## src/assert_macros.svh

```systemverilog
// ----------------------------------------------------------------------------
// assertion macros
// clocked concurrent checks used by the timer table datapath
// ----------------------------------------------------------------------------
`ifndef ASSERT_MACROS_SVH
`define ASSERT_MACROS_SVH

// expression holds at every edge out of reset
`define ASSERT_ALWAYS(lbl, expr, msg) \
  lbl: assert property (@(posedge clk_i) disable iff (!rst_ni) (expr)) \
    else $error(msg);

// consequent holds in the same cycle as the antecedent
`define ASSERT_IMPLY(lbl, ante, cons, msg) \
  lbl: assert property (@(posedge clk_i) disable iff (!rst_ni) (ante) |-> (cons)) \
    else $error(msg);

// consequent holds in the cycle after the antecedent
`define ASSERT_NEXT(lbl, ante, cons, msg) \
  lbl: assert property (@(posedge clk_i) disable iff (!rst_ni) (ante) |=> (cons)) \
    else $error(msg);

`endif

```

## src/rrtt_pkg.sv

```systemverilog
// ----------------------------------------------------------------------------
// rrtt_pkg
// types, codes and widths shared by the round-robin timer table
// ----------------------------------------------------------------------------
package rrtt_pkg;

  localparam int unsigned TIMER_SLOTS_DEF = 16;
  localparam int unsigned ID_W            = 16;
  localparam int unsigned TIME_W          = 32;
  localparam int unsigned IN_TDATA_W      = 80;
  localparam int unsigned OUT_TDATA_W     = 24;

  typedef enum logic [1:0] {
    OP_ADD    = 2'd0,
    OP_DELETE = 2'd1,
    OP_CHANGE = 2'd2,
    OP_RUN    = 2'd3
  } op_e;

  typedef enum logic [1:0] {
    ST_OK        = 2'd0,
    ST_FULL      = 2'd1,
    ST_NOT_FOUND = 2'd2,
    ST_EMPTY     = 2'd3
  } status_e;

  typedef enum logic [2:0] {
    S_IDLE,
    S_ADD,
    S_RUN,
    S_SRCH,
    S_MOVE,
    S_PUSH
  } state_e;

  typedef enum logic [1:0] {
    RD_ZERO,
    RD_NEXT,
    RD_LAST,
    RD_CURSOR
  } rd_sel_e;

  typedef enum logic [2:0] {
    WR_NONE,
    WR_ADD,
    WR_CHANGE,
    WR_MOVE,
    WR_RUN
  } wr_op_e;

  typedef enum logic [2:0] {
    RES_NONE,
    RES_OK,
    RES_FULL,
    RES_NOT_FOUND,
    RES_EMPTY,
    RES_ADD,
    RES_RUN
  } res_sel_e;

  typedef struct packed {
    logic [ID_W-1:0]   id;
    logic [TIME_W-1:0] period;
    logic [TIME_W-1:0] due;
  } entry_t;

  typedef struct packed {
    logic     latch_in;
    logic     idx_clr;
    logic     idx_inc;
    rd_sel_e  rd_sel;
    wr_op_e   wr_op;
    res_sel_e res_sel;
    logic     out_load;
  } cmd_t;

  typedef struct packed {
    op_e  op;
    logic count_zero;
    logic count_full;
    logic idx_last;
    logic id_match;
    logic out_busy;
  } sts_t;

endpackage

```

## src/rrtt_ram.sv

```systemverilog
// ----------------------------------------------------------------------------
// rrtt_ram
// generic single-write, single-read ram with registered read data
// ----------------------------------------------------------------------------
module rrtt_ram #(
  parameter int unsigned WIDTH = 8,
  parameter int unsigned DEPTH = 16,
  parameter int unsigned AW    = (DEPTH > 1) ? $clog2(DEPTH) : 1
) (
  input  logic             clk_i,
  input  logic             we_i,
  input  logic [AW-1:0]    waddr_i,
  input  logic [WIDTH-1:0] wdata_i,
  input  logic [AW-1:0]    raddr_i,
  output logic [WIDTH-1:0] rdata_o
);

  logic [WIDTH-1:0] mem_q [DEPTH];
  logic [WIDTH-1:0] rdata_q;

  always_ff @(posedge clk_i) begin
    if (we_i) begin
      mem_q[waddr_i] <= wdata_i;
    end
    rdata_q <= mem_q[raddr_i];
  end

  assign rdata_o = rdata_q;

endmodule

```

## src/rrtt_ctrl.sv

```systemverilog
// ----------------------------------------------------------------------------
// rrtt_ctrl
// sequencer for add, delete, change and run; drives the datapath commands
// ----------------------------------------------------------------------------
module rrtt_ctrl (
  input  logic          clk_i,
  input  logic          rst_ni,
  input  logic          s_tvalid_i,
  input  rrtt_pkg::op_e s_op_i,
  output logic          s_tready_o,
  input  rrtt_pkg::sts_t sts_i,
  output rrtt_pkg::cmd_t cmd_o
);
  import rrtt_pkg::*;

  state_e state_q, state_d;

  always_ff @(posedge clk_i or negedge rst_ni) begin
    if (!rst_ni) begin
      state_q <= S_IDLE;
    end else begin
      state_q <= state_d;
    end
  end

  always_comb begin
    state_d        = state_q;
    cmd_o          = '0;
    cmd_o.rd_sel   = RD_ZERO;
    cmd_o.wr_op    = WR_NONE;
    cmd_o.res_sel  = RES_NONE;
    s_tready_o     = 1'b0;
    unique case (state_q)
      S_IDLE: begin
        s_tready_o = 1'b1;
        if (s_tvalid_i) begin
          cmd_o.latch_in = 1'b1;
          cmd_o.idx_clr  = 1'b1;
          unique case (s_op_i)
            OP_ADD: begin
              state_d = S_ADD;
            end
            OP_RUN: begin
              cmd_o.rd_sel = RD_CURSOR;
              state_d      = S_RUN;
            end
            default: begin
              // delete and change both start the search at slot zero
              state_d = S_SRCH;
            end
          endcase
        end
      end
      S_ADD: begin
        if (sts_i.count_full) begin
          cmd_o.res_sel = RES_FULL;
        end else begin
          cmd_o.wr_op   = WR_ADD;
          cmd_o.res_sel = RES_ADD;
        end
        state_d = S_PUSH;
      end
      S_RUN: begin
        if (sts_i.count_zero) begin
          cmd_o.res_sel = RES_EMPTY;
        end else begin
          cmd_o.wr_op   = WR_RUN;
          cmd_o.res_sel = RES_RUN;
        end
        state_d = S_PUSH;
      end
      S_SRCH: begin
        priority if (sts_i.count_zero) begin
          cmd_o.res_sel = RES_NOT_FOUND;
          state_d       = S_PUSH;
        end else if (sts_i.id_match) begin
          if (sts_i.op == OP_DELETE) begin
            cmd_o.rd_sel = RD_LAST;
            state_d      = S_MOVE;
          end else begin
            cmd_o.wr_op   = WR_CHANGE;
            cmd_o.res_sel = RES_OK;
            state_d       = S_PUSH;
          end
        end else if (sts_i.idx_last) begin
          cmd_o.res_sel = RES_NOT_FOUND;
          state_d       = S_PUSH;
        end else begin
          cmd_o.idx_inc = 1'b1;
          cmd_o.rd_sel  = RD_NEXT;
        end
      end
      S_MOVE: begin
        // last entry fills the freed slot
        cmd_o.wr_op   = WR_MOVE;
        cmd_o.res_sel = RES_OK;
        state_d       = S_PUSH;
      end
      S_PUSH: begin
        if (!sts_i.out_busy) begin
          cmd_o.out_load = 1'b1;
          state_d        = S_IDLE;
        end
      end
      default: begin
        state_d = S_IDLE;
      end
    endcase
  end

endmodule

```

## src/rrtt_dp.sv

```systemverilog
// ----------------------------------------------------------------------------
// rrtt_dp
// timer table datapath: entry ram, counters, cursor, adder and output register
// ----------------------------------------------------------------------------
`include "assert_macros.svh"

module rrtt_dp #(
  parameter int unsigned TIMER_SLOTS = rrtt_pkg::TIMER_SLOTS_DEF
) (
  input  logic                               clk_i,
  input  logic                               rst_ni,
  input  rrtt_pkg::cmd_t                     cmd_i,
  output rrtt_pkg::sts_t                     sts_o,
  input  rrtt_pkg::op_e                      in_op_i,
  input  logic [rrtt_pkg::IN_TDATA_W-1:0]    in_tdata_i,
  input  logic                               m_tready_i,
  output logic                               m_tvalid_o,
  output logic [rrtt_pkg::OUT_TDATA_W-1:0]   m_tdata_o
);
  import rrtt_pkg::*;

  localparam int unsigned AW = (TIMER_SLOTS > 1) ? $clog2(TIMER_SLOTS) : 1;
  localparam int unsigned CW = $clog2(TIMER_SLOTS + 1);
  localparam int unsigned EW = $bits(entry_t);

  // latched item
  op_e               op_q;
  logic [ID_W-1:0]   handle_q;
  logic [TIME_W-1:0] interval_q;
  logic [TIME_W-1:0] now_q;

  logic [CW-1:0]     count_q, count_d;
  logic [ID_W-1:0]   id_cnt_q, id_cnt_d;
  logic [AW-1:0]     cursor_q, cursor_d;
  logic [AW-1:0]     idx_q, idx_d;

  status_e           res_status_q, res_status_d;
  logic [ID_W-1:0]   res_handle_q, res_handle_d;
  logic              res_fired_q, res_fired_d;

  logic              out_valid_q;
  logic [OUT_TDATA_W-1:0] out_data_q;

  entry_t            rd_entry, wr_entry;
  logic [EW-1:0]     rd_raw;
  logic [AW-1:0]     raddr, waddr;
  logic              we;

  logic [AW-1:0]     cur_eff;
  logic [CW-1:0]     cur_inc;
  logic [CW-1:0]     count_m1;
  logic [TIME_W-1:0] add_b, sum, diff;
  logic              expired;

  always_ff @(posedge clk_i) begin
    if (cmd_i.latch_in) begin
      op_q       <= in_op_i;
      handle_q   <= in_tdata_i[ID_W-1:0];
      interval_q <= in_tdata_i[ID_W +: TIME_W];
      now_q      <= in_tdata_i[ID_W+TIME_W +: TIME_W];
    end
  end

  // a cursor beyond the live entries reads as slot zero
  assign cur_eff  = (CW'(cursor_q) >= count_q) ? '0 : cursor_q;
  assign cur_inc  = CW'(cur_eff) + CW'(1);
  assign count_m1 = count_q - CW'(1);

  always_comb begin
    unique case (cmd_i.rd_sel)
      RD_ZERO:   raddr = '0;
      RD_NEXT:   raddr = idx_q + AW'(1);
      RD_LAST:   raddr = AW'(count_m1);
      RD_CURSOR: raddr = cur_eff;
      default:   raddr = '0;
    endcase
  end

  rrtt_ram #(
    .WIDTH (EW),
    .DEPTH (TIMER_SLOTS),
    .AW    (AW)
  ) u_ram (
    .clk_i   (clk_i),
    .we_i    (we),
    .waddr_i (waddr),
    .wdata_i (wr_entry),
    .raddr_i (raddr),
    .rdata_o (rd_raw)
  );

  assign rd_entry = entry_t'(rd_raw);

  assign add_b   = (cmd_i.wr_op == WR_RUN) ? rd_entry.period : interval_q;
  assign sum     = now_q + add_b;
  // wrap-safe expiry: signed distance from due time is not negative
  assign diff    = now_q - rd_entry.due;
  assign expired = ~diff[TIME_W-1];

  always_comb begin
    we       = 1'b0;
    waddr    = idx_q;
    wr_entry = rd_entry;
    count_d  = count_q;
    id_cnt_d = id_cnt_q;
    cursor_d = cursor_q;
    unique case (cmd_i.wr_op)
      WR_ADD: begin
        we              = 1'b1;
        waddr           = AW'(count_q);
        wr_entry.id     = id_cnt_q;
        wr_entry.period = interval_q;
        wr_entry.due    = sum;
        count_d         = count_q + CW'(1);
        id_cnt_d        = id_cnt_q + ID_W'(1);
      end
      WR_CHANGE: begin
        we              = 1'b1;
        wr_entry.period = interval_q;
        wr_entry.due    = sum;
      end
      WR_MOVE: begin
        we      = 1'b1;
        count_d = count_m1;
        if (CW'(cursor_q) >= count_m1) begin
          cursor_d = '0;
        end
      end
      WR_RUN: begin
        we           = expired;
        waddr        = cur_eff;
        wr_entry.due = sum;
        cursor_d     = (cur_inc >= count_q) ? '0 : AW'(cur_inc);
      end
      default: begin
        we = 1'b0;
      end
    endcase
  end

  always_comb begin
    idx_d = idx_q;
    if (cmd_i.idx_clr) begin
      idx_d = '0;
    end else if (cmd_i.idx_inc) begin
      idx_d = idx_q + AW'(1);
    end
  end

  always_comb begin
    res_status_d = res_status_q;
    res_handle_d = res_handle_q;
    res_fired_d  = res_fired_q;
    unique case (cmd_i.res_sel)
      RES_OK: begin
        res_status_d = ST_OK;
        res_handle_d = '0;
        res_fired_d  = 1'b0;
      end
      RES_FULL: begin
        res_status_d = ST_FULL;
        res_handle_d = '0;
        res_fired_d  = 1'b0;
      end
      RES_NOT_FOUND: begin
        res_status_d = ST_NOT_FOUND;
        res_handle_d = '0;
        res_fired_d  = 1'b0;
      end
      RES_EMPTY: begin
        res_status_d = ST_EMPTY;
        res_handle_d = '0;
        res_fired_d  = 1'b0;
      end
      RES_ADD: begin
        res_status_d = ST_OK;
        res_handle_d = id_cnt_q;
        res_fired_d  = 1'b0;
      end
      RES_RUN: begin
        res_status_d = ST_OK;
        res_handle_d = expired ? rd_entry.id : '0;
        res_fired_d  = expired;
      end
      default: begin
        res_fired_d = res_fired_q;
      end
    endcase
  end

  always_ff @(posedge clk_i) begin
    idx_q        <= idx_d;
    res_status_q <= res_status_d;
    res_handle_q <= res_handle_d;
    res_fired_q  <= res_fired_d;
    if (cmd_i.out_load) begin
      out_data_q <= OUT_TDATA_W'({res_fired_q, res_handle_q, res_status_q});
    end
  end

  always_ff @(posedge clk_i or negedge rst_ni) begin
    if (!rst_ni) begin
      count_q     <= '0;
      id_cnt_q    <= '0;
      cursor_q    <= '0;
      out_valid_q <= 1'b0;
    end else begin
      count_q  <= count_d;
      id_cnt_q <= id_cnt_d;
      cursor_q <= cursor_d;
      if (cmd_i.out_load) begin
        out_valid_q <= 1'b1;
      end else if (m_tready_i) begin
        out_valid_q <= 1'b0;
      end
    end
  end

  assign m_tvalid_o = out_valid_q;
  assign m_tdata_o  = out_data_q;

  assign sts_o.op         = op_q;
  assign sts_o.count_zero = (count_q == '0);
  assign sts_o.count_full = (count_q == CW'(TIMER_SLOTS));
  assign sts_o.idx_last   = (CW'(idx_q) == count_m1);
  assign sts_o.id_match   = (rd_entry.id == handle_q);
  assign sts_o.out_busy   = out_valid_q & ~m_tready_i;

  `ASSERT_ALWAYS(a_count_range, count_q <= CW'(TIMER_SLOTS), "live count beyond table size")
  `ASSERT_IMPLY(a_cursor_empty, count_q == '0, cursor_q == '0, "cursor off zero on empty table")
  `ASSERT_IMPLY(a_cursor_live, count_q != '0, CW'(cursor_q) < count_q, "cursor past live entries")
  `ASSERT_NEXT(a_add_count, cmd_i.wr_op == WR_ADD, count_q == $past(count_q) + CW'(1),
               "add did not grow the table")

endmodule

```

## src/round_robin_timer_table.sv

```systemverilog
// ----------------------------------------------------------------------------
// round_robin_timer_table
// table of periodic timers managed by add, delete, change and run items
// ----------------------------------------------------------------------------
// usage:
//   s_axis carries one operation per item: tuser holds the operation code,
//   tdata holds the timer handle, the interval and the current time.
//   m_axis returns exactly one result item per accepted item: status,
//   handle and fired flag, in tdata.
//   timing: add and run go from acceptance through S_ADD or S_RUN to
//   S_PUSH, which waits for a free output register and then loads it;
//   delete and change first scan the table one slot per cycle through the
//   entry ram read port in S_SRCH (a delete that finds its id also passes
//   S_MOVE). one item is in work at a time; the next is taken the cycle
//   after the result has gone into the output register, which drives
//   m_axis_tvalid.
//   reset empties the table, zeroes the id counter and the cursor; the
//   entry ram itself is not cleared and no pass over it is made.
//   a stalled receiver holds the result in the output register; one
//   further item may be accepted and worked, and waits until it is free.
// ----------------------------------------------------------------------------
module round_robin_timer_table #(
  parameter int unsigned TIMER_SLOTS = rrtt_pkg::TIMER_SLOTS_DEF
) (
  input  logic                              clk_i,
  input  logic                              rst_ni,
  input  logic                              s_axis_tvalid,
  output logic                              s_axis_tready,
  // timer_handle[15:0], interval_ms[47:16], now_ms[79:48]
  input  logic [rrtt_pkg::IN_TDATA_W-1:0]   s_axis_tdata,
  // operation[1:0]
  input  logic [1:0]                        s_axis_tuser,
  output logic                              m_axis_tvalid,
  input  logic                              m_axis_tready,
  // status[1:0], result_handle[17:2], fired[18], zero[23:19]
  output logic [rrtt_pkg::OUT_TDATA_W-1:0]  m_axis_tdata
);
  import rrtt_pkg::*;

  cmd_t cmd;
  sts_t sts;
  op_e  s_op;

  assign s_op = op_e'(s_axis_tuser);

  rrtt_ctrl u_ctrl (
    .clk_i      (clk_i),
    .rst_ni     (rst_ni),
    .s_tvalid_i (s_axis_tvalid),
    .s_op_i     (s_op),
    .s_tready_o (s_axis_tready),
    .sts_i      (sts),
    .cmd_o      (cmd)
  );

  rrtt_dp #(
    .TIMER_SLOTS (TIMER_SLOTS)
  ) u_dp (
    .clk_i      (clk_i),
    .rst_ni     (rst_ni),
    .cmd_i      (cmd),
    .sts_o      (sts),
    .in_op_i    (s_op),
    .in_tdata_i (s_axis_tdata),
    .m_tready_i (m_axis_tready),
    .m_tvalid_o (m_axis_tvalid),
    .m_tdata_o  (m_axis_tdata)
  );

endmodule

```

## config.mk

```make
export PLATFORM = sky130hd
export DESIGN_NAME = round_robin_timer_table
export DESIGN_NICKNAME = d
export VERILOG_FILES = /design/src/rrtt_pkg.sv /design/src/rrtt_ram.sv /design/src/rrtt_ctrl.sv /design/src/rrtt_dp.sv /design/src/round_robin_timer_table.sv
export VERILOG_INCLUDE_DIRS = /design/src /design/src/src
export SDC_FILE = /design/constraint.sdc
export NUM_CORES = 2
export LEC_CHECK = 0
export BUFFER_PORTS_ARGS = -buffer_cell sky130_fd_sc_hd__buf_2
export CORE_MARGIN = 4
export CORE_UTILIZATION = 35
export CTS_CLUSTER_SIZE = 24
export DETAILED_ROUTE_END_ITERATION = 10
export PLACE_DENSITY_LB_ADDON = 0.12
export SLEW_MARGIN = 10
export SYNTH_ARGS = -nofsm -noshare
export SYNTH_HDL_FRONTEND = slang
export SYNTH_HIERARCHICAL = 1
export SYNTH_SLANG_ARGS = --single-unit
```

## constraint.sdc

```tcl
create_clock -name clk_i -period 8.66 [get_ports clk_i]
set_input_delay 1.299 -clock clk_i [delete_from_list [all_inputs] [get_ports clk_i]]
set_output_delay 1.299 -clock clk_i [all_outputs]
set_load 0.05 [all_outputs]
```

==> results by group <==
Run status
  – Status: finished, final reports clean

Global route
  – Global Route Usage Sum: 18.0%
  – Initial antenna violation count: 1
  – Vias in the first global route: 30800
  – Global-route wire length before repair: 226000 um
  – Largest net degree at the start of global routing: 141
  – Grt ovf: 0

Final layout
  – Layout Cells excl Fill: 5619
  – Fillers: 14900
  – Design area: 68400 sq um
  – Share of cells above drive strength 1: 24.6%
  – Nets: 3430
  – Area growth, synth to finish: 15.0%

Hold path
  – Hold path cells: 0
  – Hold Path Origin: u_dp/res_handle_q[0]
  – Worst hold endpoint: u_dp/m_tdata_o[2]
  – Hold WC Path Type: reg2reg

Clock network
  – CTS sink count: 1513
  – Worst-Skew Late Latency: 0.80 ns
  – Setup bufs post-CTS: 0
  – CTS Hold Bufs: 0
  – Post_cts resized: 0
  – H-Tree Level Count: 4
  – TritonCTS buffer count: 163
  – CTS tree: yes
  – Max clock buf depth: 3
  – Clk root buf: clkbuf_16
  – Worst-path clk slew: 0.06 ns

Job
  – Max Cap Violations: 0

Worst setup path
  – Reg2reg path depth: 20
  – CP cell instances: inv_1 > ha_1 > and3_1 > and4bb_2 > nand3_1 > o21ai_1 > buf_4 > nor2_1 > and2_2 > nand2_1 > nand2_1 > ha_1 > a21o_1 > or4_1 > a21o_1 > o211ai_1 > o211a_1 > a31oi_1 > xnor2_1 > o21ai_1
  – Reg2reg start: u_dp/count_q[0]
  – Crit path DAT: 6.78 ns
  – Worst-path maximum fanout: 36
  – CP Launch Point: u_dp/count_q[0]
  – Flop-to-flop setup slack: 2.31 ns
  – Terminus of the critical flop-to-flop path: u_dp/u_ram/mem_q[6][27]
  – Worst path required time: 9.09 ns
  – Kind of end point of the critical path: flip-flop
  – Slowest cell on crit path: o21ai_1
  – Crit path launch type: flip-flop
  – Max stage delay on crit path: 0.83 ns
  – WS Path Type: reg2reg

Logic synthesis
  – Syn Inst Count: 3059
  – EDFF count, synth: 1400
  – Ys Warns: 6
  – Mapped cell area: 59500 sq um
  – Distinct cell type count after synthesis: 70
  – Ys async rst share: 1.92%
  – Seq/Total Area, Yosys: 74.7%
  – Most used DFF post-synth: edfxtp_1
  – Yosys reg bits: 1513
  – Avg Cell Area, Syn: 19.4 sq um

Placement
  – Dpl cells: 5313
  – HPWL after DPL: 87200 um
  – Area post-placement: 63100 sq um
  – Port bufs: 106
  – RD Place Congestion: 0.836

Routing
  – Via count: 29700
  – Wirelength per Cell: 28.3 um
  – Drt pass-1 iters: 5
  – DRT antenna net count: 0
  – # DRC: 0
  – Vias per std cell: 5.28
  – Final WL: 159000 um
  – Drt initial violations: 2658

Power
  – Sequential Power Share: 46.9%
  – Clock power frac: 25.8%
  – Peak VDD IR: 0.000433 V
  – Cell internal pwr: 0.0182 W
  – Sw frac: 31.8%
  – P_leak: 22.1 nW
  – Psw: 0.00848 W
  – Combinational group share of total power: 27.2%
  – Cell area power density: 389 nW/um^2
  – Design Power: 0.0266 W

Timing
  – Max-slew violation count: 0
  – Slew margin rel.: 19.2%
  – Period utilization: 73.3%
  – Skew final: 0.0327 ns
  – Fin. Hold Viols: 0
  – Unrepaired setup endpoints after global routing: false
  – Setup violators final: 0
  – Fmax: 157 MHz
  – Tmin final: 6.35 ns
  – Slew @ Worst Pin: 1.21 ns

Die
  – Die area: 177000 sq um
  – Core area: 169000 sq um
  – Die outline width: 420 um
  – Initial Utilization: 35.2%
  – Site Rows: 151
  – Die Height: 420 um
  – Top Ports: 112
[power groups by stage]
stage | Clock (W) | Sequential (W) | Combinational [W]
2_1_floorplan | 0 | 0.0126 | 0.00443
3_3_place_gp | 0 | 0.0126 | 0.00712
5_1_grt | 0.00740 | 0.0126 | 0.00792
3_5_place_dp | 0 | 0.0127 | 0.00734
4_1_cts | 0.00709 | 0.0125 | 0.00736
6_report | 0.00688 | 0.0125 | 0.00725
[layer usage]
| metal | global-route usage [%] | up-vias | share of wire, % |
|---|---|---|---|
| met5 | 0 | - | 0 |
| met4 | 5.30 | 0 | 2.6 |
| met3 | 2.99 | 241 | 4.7 |
| met2 | 29.5 | 797 | 48 |
| met1 | 24.8 | 15800 | 44 |
| li1 | - | 12900 | - |
[synthesized netlist by cell type (31+ instances only)]
cell type     n  area [sq um]
buf_2        31           155
ha_1         81          1010
mux4_2      320          7210
xnor2_1      58           508
nor2_1       60           225
a21oi_1      50           250
o21ai_0      50           250
nand2_1     253           950
inv_1        51           191
mux2_2       51           574
dfxtp_1      84          1680
a22oi_1     164          1230
edfxtp_1   1400         42000
clkbuf_1     71           267
[cell type report]
cell class                      instances  area (sq um)  share of cell area [%]
Sequential cell                      1513         44400                    65.0
Multi-Input combinational cell       1347         14300                    20.9
Clock buffer                          210          4390                    6.42
Tap cell                             2218          2780                    4.06
Timing Repair Buffer                  186          1360                    1.98
Clock inverter                         93           908                    1.33
Inverter                               51           191                   0.280
Antenna cell                            1          2.50                 0.00366
[per-stage QoR]
step	hold slack, ns	setup slack, ns	TNS (ns)	util, %
3_5_place_dp	0.405	1.94	0	37.3
4_1_cts	0.419	1.92	0	40.4
2_1_floorplan	0.400	-0.451	-72.19	-
3_3_place_gp	0.401	2.17	0	37.3
5_1_grt	0.423	1.78	0	40.4
6_report	0.418	2.31	0	40.4
[kinds of logic after synthesis]
| kind of cell | count (synthesis) | share of synthesized area (%) |
|---|---|---|
| flip-flops | 1513 | 74.7 |
| buffers and inverters | 203 | 1.60 |
| AO/OA/AOI/OAI | 369 | 4.32 |
| multiplexers | 377 | 13.2 |
| adder cells (fa/ha/maj) | 82 | 1.74 |
| AND/OR/NAND/NOR | 430 | 3.19 |
| XOR/XNOR | 84 | 1.24 |
| other | 1 | 0.00630 |
[placed cells by master (no fill, tap or decap), drive strengths merged, types with 4 or more instances in the layout]
master    Yosys  final
ha           81     81
dfrtp        29     29
o21ai        57     57
a31oi         6      6
conb          1      5
inv          51     61
nand4        23     23
clkbuf       71    210
nand2       253    253
a211oi        7      7
xor2         26     26
buf          81    186
o21a          4      4
and2          6      6
dfxtp        84     84
xnor2        58     58
a211o         4      4
or3           4      4
mux2i         6      6
and3          4      4
mux2         51     51
nor2b        10     10
nand3        20     20
nor3         20     20
nand2b       10     10
mux4        320    320
clkinv        0     63
a22oi       164    164
bufinv        0     15
nand3b        5      5
o211ai        6      6
clkinvlp      0      5
a21o         26     26
a22o         19     19
edfxtp     1400   1400
a21oi        51     51
nor2         60     60
[state kept, by name (all words and copies together) (netlist names)]
signal / cells
u_dp/id_cnt_q: 16
u_dp/cursor_q: 4
u_dp/u_ram/rdata_o: 80
u_dp/res_fired_q: 1
u_dp/u_ram/mem_q: 1280
u_dp/handle_q: 16
u_dp/now_q: 32
u_dp/op_q: 2
u_dp/idx_q: 4
u_dp/m_tvalid_o: 1
u_dp/interval_q: 32
u_dp/res_status_q: 2
u_dp/res_handle_q: 16
u_dp/m_tdata_o: 19
u_ctrl/state_q: 3
u_dp/count_q: 5
[worst max-delay path, delay by kind of cell, from the launching register on]
kind / cells / cell delay (ns)
AO/OA/AOI/OAI: 7 / 2.04
flip-flops: 1 / 0.52
buffers and inverters: 2 / 0.41
XOR/XNOR: 1 / 0.17
AND/OR/NAND/NOR: 8 / 2.33
adder cells (fa/ha/maj): 2 / 0.48
[worst max-delay path by stage]
stage	end	slack, ns	cells past startpoint
3_3_place_gp	u_dp/u_ram/mem_q[0][24]	2.17	21
5_1_grt	u_dp/u_ram/mem_q[2][24]	1.78	20
4_1_cts	u_dp/u_ram/mem_q[2][24]	1.92	20
3_5_place_dp	u_dp/u_ram/mem_q[7][24]	1.94	20
2_1_floorplan	u_dp/u_ram/mem_q[12][0]	-0.45	13
6_report	u_dp/u_ram/mem_q[6][27]	2.31	20
Power figures use the tool's default switching activity.
